===== config.mk =====
export PLATFORM = sky130hd
export DESIGN_NAME = infix_to_postfix_converter_unit
export DESIGN_NICKNAME = d
export VERILOG_FILES = /design/src/itp_pkg.sv /design/src/itp_ctrl.sv /design/src/itp_datapath.sv /design/src/infix_to_postfix_converter_unit.sv
export SDC_FILE = /design/constraint.sdc
export NUM_CORES = 1
export LEC_CHECK = 0
export ABC_CLOCK_PERIOD_IN_PS = 13000
export BUFFER_PORTS_ARGS = -buffer_cell sky130_fd_sc_hd__buf_2
export CAP_MARGIN = 30
export CORE_MARGIN = 2
export CORE_UTILIZATION = 60
export DETAILED_ROUTE_END_ITERATION = 12
export PLACE_DENSITY_LB_ADDON = 0.15
export SYNTH_ARGS = -nofsm -noshare
export SYNTH_HDL_FRONTEND = slang
export SYNTH_SLANG_ARGS = --single-unit

===== constraint.sdc =====
create_clock -name clk -period 13 [get_ports clk]
set_input_delay 1.95 -clock clk [delete_from_list [all_inputs] [get_ports clk]]
set_output_delay 1.95 -clock clk [all_outputs]
set_load 0.05 [all_outputs]

===== src/itp_pkg.sv =====
// Shared types, constants and precedence tables of the infix-to-postfix converter.
package itp_pkg;

	localparam int STACK_DEPTH = 32;
	localparam int IDX_W = $clog2(STACK_DEPTH);

	localparam logic [7:0] CH_PLUS   = 8'h2B;
	localparam logic [7:0] CH_MINUS  = 8'h2D;
	localparam logic [7:0] CH_MUL    = 8'h2A;
	localparam logic [7:0] CH_DIV    = 8'h2F;
	localparam logic [7:0] CH_CARET  = 8'h5E;
	localparam logic [7:0] CH_DOLLAR = 8'h24;
	localparam logic [7:0] CH_LPAREN = 8'h28;
	localparam logic [7:0] CH_RPAREN = 8'h29;
	localparam logic [7:0] CH_BOTTOM = 8'h23;

	typedef logic signed [4:0] prec_t;

	typedef enum logic [1:0] {
		ST_IDLE,
		ST_POP,
		ST_FLUSH,
		ST_FINISH
	} state_t;

	typedef struct packed {
		logic accept;
		logic pop_emit;
		logic pop_drop;
		logic push;
		logic set_ovf;
		logic finish;
	} cmd_t;

	typedef struct packed {
		logic top_gt;
		logic top_eq;
		logic full;
		logic sp_zero;
		logic last;
		logic emit_ok;
		logic fin_ok;
	} sts_t;

	function automatic prec_t prec_on_stack(input logic [7:0] c);
		prec_t p;
		case (c) inside
			CH_PLUS, CH_MINUS:  p = 5'sd2;
			CH_MUL, CH_DIV:     p = 5'sd4;
			CH_CARET, CH_DOLLAR: p = 5'sd5;
			CH_LPAREN:          p = 5'sd0;
			CH_BOTTOM:          p = -5'sd1;
			default:            p = 5'sd8;
		endcase
		return p;
	endfunction

	function automatic prec_t prec_incoming(input logic [7:0] c);
		prec_t p;
		case (c) inside
			CH_PLUS, CH_MINUS:  p = 5'sd1;
			CH_MUL, CH_DIV:     p = 5'sd3;
			CH_CARET, CH_DOLLAR: p = 5'sd6;
			CH_LPAREN:          p = 5'sd9;
			CH_RPAREN:          p = 5'sd0;
			default:            p = 5'sd7;
		endcase
		return p;
	endfunction

endpackage


===== src/itp_ctrl.sv =====
// Sequencing state machine of the infix-to-postfix converter.
module itp_ctrl import itp_pkg::*; (
	input  logic   clk,
	input  logic   arst_n,
	input  logic   in_valid,
	output logic   in_stall,
	input  sts_t   sts,
	output cmd_t   cmd
);

	state_t state_q, state_d;

	always_ff @(posedge clk or negedge arst_n) begin
		if (!arst_n) begin
			state_q <= ST_IDLE;
		end else begin
			state_q <= state_d;
		end
	end

	always_comb begin
		state_d  = state_q;
		cmd      = '0;
		in_stall = 1'b1;
		case (state_q)
			ST_IDLE: begin
				in_stall = 1'b0;
				if (in_valid) begin
					cmd.accept = 1'b1;
					state_d    = ST_POP;
				end
			end
			ST_POP: begin
				if (sts.top_gt) begin
					cmd.pop_emit = sts.emit_ok;
				end else begin
					// The pop loop is done: match a parenthesis, push, or drop on a full stack.
					if (sts.top_eq) begin
						cmd.pop_drop = 1'b1;
					end else if (!sts.full) begin
						cmd.push = 1'b1;
					end else begin
						cmd.set_ovf = 1'b1;
					end
					state_d = sts.last ? ST_FLUSH : ST_FINISH;
				end
			end
			ST_FLUSH: begin
				if (sts.sp_zero) begin
					state_d = ST_FINISH;
				end else begin
					cmd.pop_emit = sts.emit_ok;
				end
			end
			ST_FINISH: begin
				if (sts.fin_ok) begin
					cmd.finish = 1'b1;
					in_stall   = 1'b0;
					if (in_valid) begin
						cmd.accept = 1'b1;
						state_d    = ST_POP;
					end else begin
						state_d = ST_IDLE;
					end
				end
			end
			default: begin
				state_d = ST_IDLE;
			end
		endcase
	end

endmodule


===== src/itp_datapath.sv =====
// Operator stack, held result and output register of the infix-to-postfix converter.
module itp_datapath import itp_pkg::*; (
	input  logic       clk,
	input  logic       arst_n,
	input  logic [7:0] symbol,
	input  logic       expression_last,
	input  cmd_t       cmd,
	output sts_t       sts,
	output logic       res_valid,
	input  logic       res_stall,
	output logic [7:0] out_symbol,
	output logic       out_valid,
	output logic       run_last,
	output logic       expression_end,
	output logic       overflow
);

	logic [7:0] stack_mem [STACK_DEPTH];

	logic [IDX_W-1:0] sp_q, sp_d, rd_addr;
	logic [7:0]       top_q;
	logic [7:0]       below_q;
	logic [7:0]       sym_q;
	logic             last_q;
	logic             ovf_q;
	logic             pend_valid_q;
	logic [7:0]       pend_sym_q;

	logic             res_valid_q;
	logic [7:0]       out_symbol_q;
	logic             out_valid_q;
	logic             run_last_q;
	logic             expression_end_q;
	logic             overflow_q;

	logic [7:0] top_eff;
	prec_t      top_prec, inc_prec;
	logic       out_free;
	logic       load_pend, load_final;

	// Entry zero is the bottom marker by position and is never stored.
	assign top_eff  = (sp_q == '0) ? CH_BOTTOM : top_q;
	assign top_prec = prec_on_stack(top_eff);
	assign inc_prec = prec_incoming(sym_q);
	assign out_free = !res_valid_q || !res_stall;

	assign sts.top_gt  = (sp_q != '0) && (top_prec > inc_prec);
	assign sts.top_eq  = (sp_q != '0) && (top_prec == inc_prec);
	assign sts.full    = (sp_q == IDX_W'(STACK_DEPTH - 1));
	assign sts.sp_zero = (sp_q == '0);
	assign sts.last    = last_q;
	assign sts.emit_ok = !pend_valid_q || out_free;
	assign sts.fin_ok  = out_free || !(pend_valid_q || last_q || ovf_q);

	assign load_pend  = cmd.pop_emit && pend_valid_q;
	assign load_final = cmd.finish && (pend_valid_q || last_q || ovf_q);

	always_comb begin
		sp_d = sp_q;
		if (cmd.pop_emit || cmd.pop_drop) begin
			sp_d = sp_q - 1'b1;
		end else if (cmd.push) begin
			sp_d = sp_q + 1'b1;
		end
		rd_addr = (sp_d == '0) ? '0 : sp_d - 1'b1;
	end

	// The read port always fetches the entry below the next top, so a pop refills the top at once.
	always_ff @(posedge clk) begin
		if (cmd.push) begin
			stack_mem[sp_q + 1'b1] <= sym_q;
		end
		below_q <= stack_mem[rd_addr];
	end

	always_ff @(posedge clk or negedge arst_n) begin
		if (!arst_n) begin
			sp_q         <= '0;
			ovf_q        <= 1'b0;
			last_q       <= 1'b0;
			pend_valid_q <= 1'b0;
			res_valid_q  <= 1'b0;
		end else begin
			sp_q <= sp_d;
			if (cmd.accept) begin
				ovf_q  <= 1'b0;
				last_q <= expression_last;
			end else if (cmd.set_ovf) begin
				ovf_q <= 1'b1;
			end
			if (cmd.pop_emit) begin
				pend_valid_q <= 1'b1;
			end else if (cmd.finish) begin
				pend_valid_q <= 1'b0;
			end
			if (load_pend || load_final) begin
				res_valid_q <= 1'b1;
			end else if (!res_stall) begin
				res_valid_q <= 1'b0;
			end
		end
	end

	always_ff @(posedge clk) begin
		if (cmd.accept) begin
			sym_q <= symbol;
		end
		if (cmd.push) begin
			top_q <= sym_q;
		end else if (cmd.pop_emit || cmd.pop_drop) begin
			top_q <= below_q;
		end
		if (cmd.pop_emit) begin
			pend_sym_q <= top_q;
		end
		// A dropped push marks each result loaded after it, flushed characters included.
		if (load_pend) begin
			out_symbol_q     <= pend_sym_q;
			out_valid_q      <= 1'b1;
			run_last_q       <= 1'b0;
			expression_end_q <= 1'b0;
			overflow_q       <= ovf_q;
		end else if (load_final) begin
			out_symbol_q     <= pend_valid_q ? pend_sym_q : 8'h00;
			out_valid_q      <= pend_valid_q;
			run_last_q       <= 1'b1;
			expression_end_q <= last_q;
			overflow_q       <= ovf_q;
		end
	end

	assign res_valid      = res_valid_q;
	assign out_symbol     = out_symbol_q;
	assign out_valid      = out_valid_q;
	assign run_last       = run_last_q;
	assign expression_end = expression_end_q;
	assign overflow       = overflow_q;

endmodule


===== src/infix_to_postfix_converter_unit.sv =====
// Top level of the infix-to-postfix converter: one character request in, postfix characters out.
// Each request carries one expression character; the unit keeps an operator stack with the bottom
// marker at entry zero and emits postfix characters on the result channel, each result marked with
// run_last on the last one a request causes, expression_end on the last one of a flushed expression,
// and overflow when a push found the stack full. The stack memory's single read port keeps the entry
// below the top ready, so that one pop retires per cycle while the result side does not stall.
// One emitted character is held back until the next is known, so the request's run_last flag
// can be set on it. A request that ends an expression always passes through the flush state,
// whether or not the stack still holds anything.
module infix_to_postfix_converter_unit import itp_pkg::*; (
	input  logic       clk,
	input  logic       arst_n,
	input  logic       in_valid,
	output logic       in_stall,
	input  logic [7:0] symbol,
	input  logic       expression_last,
	output logic       res_valid,
	input  logic       res_stall,
	output logic [7:0] out_symbol,
	output logic       out_valid,
	output logic       run_last,
	output logic       expression_end,
	output logic       overflow
);

	cmd_t cmd;
	sts_t sts;

	itp_ctrl u_ctrl (
		.clk      (clk),
		.arst_n   (arst_n),
		.in_valid (in_valid),
		.in_stall (in_stall),
		.sts      (sts),
		.cmd      (cmd)
	);

	itp_datapath u_datapath (
		.clk             (clk),
		.arst_n          (arst_n),
		.symbol          (symbol),
		.expression_last (expression_last),
		.cmd             (cmd),
		.sts             (sts),
		.res_valid       (res_valid),
		.res_stall       (res_stall),
		.out_symbol      (out_symbol),
		.out_valid       (out_valid),
		.run_last        (run_last),
		.expression_end  (expression_end),
		.overflow        (overflow)
	);

endmodule

==> impl_results.md <==
- Status: finished clean
- Slew margin rel.: 35.38%
- # DRC: 0
- Initial antenna violation count: 0
- First-pass GRT wire length: 50950 µm
- Clk_lat worst skew: 0.57 ns
- Routability-driven placement congestion ratio: 0.9903
- FF-to-FF Start: u_datapath.sp_q[1]
- Required time worst endpoint: 13.52 ns
- Cts bufs inserted: 31
- Final instance area: 0.01519 mm²
- Final Setup Violations: 0
- Yosys warnings: 0
- CP Capture Type: register
- Max Cap Violations: 0
- Vias per cell: 6.680
- Die width: 155.5 µm
- Reg clk slew, reported paths: 0.07 ns
- Cell Chain, Critical Path: inv_1 -> ha_1 -> nor4b_1 -> nor2_1 -> a31oi_1 -> nand2_1 -> ha_1 -> o31ai_1 -> a22oi_2 -> a31oi_2 -> buf_4 -> or2_1 -> buf_4 -> ha_1 -> o221a_2 -> nand2_1 -> nand3_1 -> o22ai_1 -> nor3_1 -> o22a_1
- Routed len/inst: 25.34 µm
- Final setup margin: 5.816 ns
- Max Fclk: 139.2 MHz
- Worst slew pin tran: 0.9658 ns
- Max incr delay on CP: 0.71 ns
- FP Rows: 55
- Maximum number of pins on one net before global-route repair: 41
- Delay-heaviest family, CP: simple AND/OR/NAND/NOR gates
- DRT antenna net count: 0
- Reg-to-reg setup timing slack: 5.82 ns
- Top post-synthesis cells by area: edfxtp_1 63%, nor2_1 2.4%, mux2i_1 2.3%
- # IOs: 27
- Clk Tree Root Cell: clkbuf_16
- Worst reg2reg path depth: 20
- Max Slew Vio Count: 0
- Detail Placement HPWL: 21180 µm
- Critical Path Most Common Cell: ha_1
- Worst Path Max Fanout: 37
- Iter 0 DRT Violations: 913
- Final Hold Fails: 0
- ANT cells: 0
- WP buf/inv: 3
- Setup Fix Bufs, Post-CTS: 0
- Synth Instances: 1001
- Net count of the mapped netlist: 1031
- Synth Flop Type: edfxtp_1
- Register area share after synthesis: 66.58%
- Layout Nets: 1059
- Global route total overflow: 0
- Area share of the largest cell type after synthesis: 62.98%
- Dpl ws: 6.058 ns
- Area post-placement: 0.01420 mm²
- Routed vias: 8931
- Non-filler cells, final: 1337
- Dpl cells: 1280
- RR Endpoint: u_datapath.below_q[2]
- Total negative slack: 0 ns
- Die Y: 155.5 µm
- Slowest CP cell: o31ai_1
- Vias in the first global route: 8589
- Core Area: 0.02257 mm²
- Area grow syn2layout: 10.22%
- Post-CTS sizing: 0
- Full die area: 0.02419 mm²
- EDFF count, synth: 289
- Post-synthesis average cell area: 13.77 µm²
- Commonest cells after routing, fill and taps aside: 289 x edfxtp_1, 87 x nor2_1, 80 x nand2_1
- Critical path arrival: 7.70 ns
- Setup CP Type: reg2reg
- Most common cell after layout, fill and taps aside: edfxtp_1
- Register area: 0.009174 mm²
- Multi-input logic area: 0.004313 mm²
- Starting density of the core: 61.05%
- Sink Count: 311
- Largest area contributor in the netlist: edfxtp_1
- Hold Buf Count CTS: 0
- Yosys cell types: 80
- PortBufs: 26
- Synthesized cell area: 0.01378 mm²
- Worst hold path depth: 2
- WL final: 33880 µm
- Hold endpoint: u_datapath.out_valid
- Clk_skew: 0.007866 ns
- Ratio of cells with drive above 1 in the final layout: 13.31%
- Crit share post-route: 55.26%
- Yosys reg bits: 311
- Drt pass-1 iters: 5
- CTS tree: built
- Hold Startpoint: u_datapath.out_valid
- H-tree levels: 1
- GRT Total Usage: 28.26%
- Worst Hold Class: reg2reg
- Minimum clock period: 7.184 ns
- Worst Setup Start Kind: register
- Fillcell total: 1620
- Asr flop ratio synth: 3.537%
- Clock Path Buffers: 3
- RSZ-0062 raised after global routing: false
## final cells by class
cell class / count / share of cell area, %
clock buffer: 37 / 5.256
timing repair buffer: 48 / 2.117
inverter: 16 / 0.3955
sequential: 311 / 60.41
multi-input combinational: 621 / 28.40
tap: 285 / 2.348
clock inverter: 19 / 1.079
## stage by stage
stage / hold slack (ns) / utilization [%]
final: 0.4417 / 67.28
after global routing: 0.4591 / 67.28
after CTS: 0.4439 / 67.17
after detailed placement: 0.4335 / 62.91
after global placement: 0.4282 / 62.74
after floorplan: 0.4474 / -
## cells in the mapped netlist (all sizes together), types with 13 or more instances
cell	n
edfxtp	289
nor2	89
nand2	80
o21ai	36
mux2i	33
a21oi	32
a22oi	29
clkbuf	28
buf	25
nand3	25
nor3	22
mux2	21
ha	17
o22ai	17
inv	16
a22o	15
o2111ai	15
o221ai	14
nand4	13
## layer usage
layer	global-route usage [%]	wire length, µm
met3	6.417	2835
met5	0	0
met2	45.36	16010
met4	13.54	1818
met1	36.91	13210
## how the worst max path moves through the flow
stage / start / to / slack, ns / cells past startpoint
after global routing: u_datapath.sp_q[1] / u_datapath.below_q[2] / 5.32 / 20
after floorplan: u_datapath.sp_q[0] / u_datapath.below_q[0] / 6.97 / 25
after CTS: u_datapath.sp_q[1] / u_datapath.below_q[3] / 5.99 / 22
after detailed placement: u_datapath.sp_q[1] / u_datapath.below_q[0] / 6.06 / 20
after global placement: u_datapath.sp_q[1] / u_datapath.below_q[3] / 5.89 / 21
final: u_datapath.sp_q[1] / u_datapath.below_q[2] / 5.82 / 20
## kinds of logic (layout without fill, tap and decap cells)
family,count (synthesis),count (layout),share of synthesized area (%)
AND/OR/NAND/NOR,277,277,9.362
flip-flops,311,311,66.58
AO/OA/AOI/OAI,253,253,13.98
buffers and inverters,69,120,2.252
XOR/XNOR,11,11,0.6992
multiplexers,62,62,5.512
adder cells (fa/ha/maj),18,18,1.616
## worst reg2reg max path, stage by stage, from the launching register on
cell and delay, ns:
dfrtp_1 0.46, inv_1 0.14, ha_1 0.18, nor4b_1 0.51, nor2_1 0.12, a31oi_1 0.29, nand2_1 0.10, ha_1 0.20
o31ai_1 0.71, a22oi_2 0.38, a31oi_2 0.28, buf_4 0.34, or2_1 0.16, buf_4 0.41, ha_1 0.42, o221a_2 0.35
nand2_1 0.42, nand3_1 0.72, o22ai_1 0.19, nor3_1 0.54, o22a_1 0.24
## flip-flops by register name (all words and copies together) (netlist names)
name / flops
u_datapath.stack_mem: 256
u_datapath.below_q: 8
u_datapath.out_symbol: 8
u_datapath.pend_sym_q: 8
u_datapath.sym_q: 8
u_datapath.top_q: 8
u_datapath.sp_q: 5
u_ctrl.state_q: 2
u_datapath.expression_end: 1
u_datapath.last_q: 1
u_datapath.out_valid: 1
u_datapath.overflow: 1
u_datapath.ovf_q: 1
u_datapath.pend_valid_q: 1
u_datapath.res_valid: 1
u_datapath.run_last: 1
Power is not shown: default switching activity piles up to over one toggle a cycle in this logic, so the estimate is an artifact.
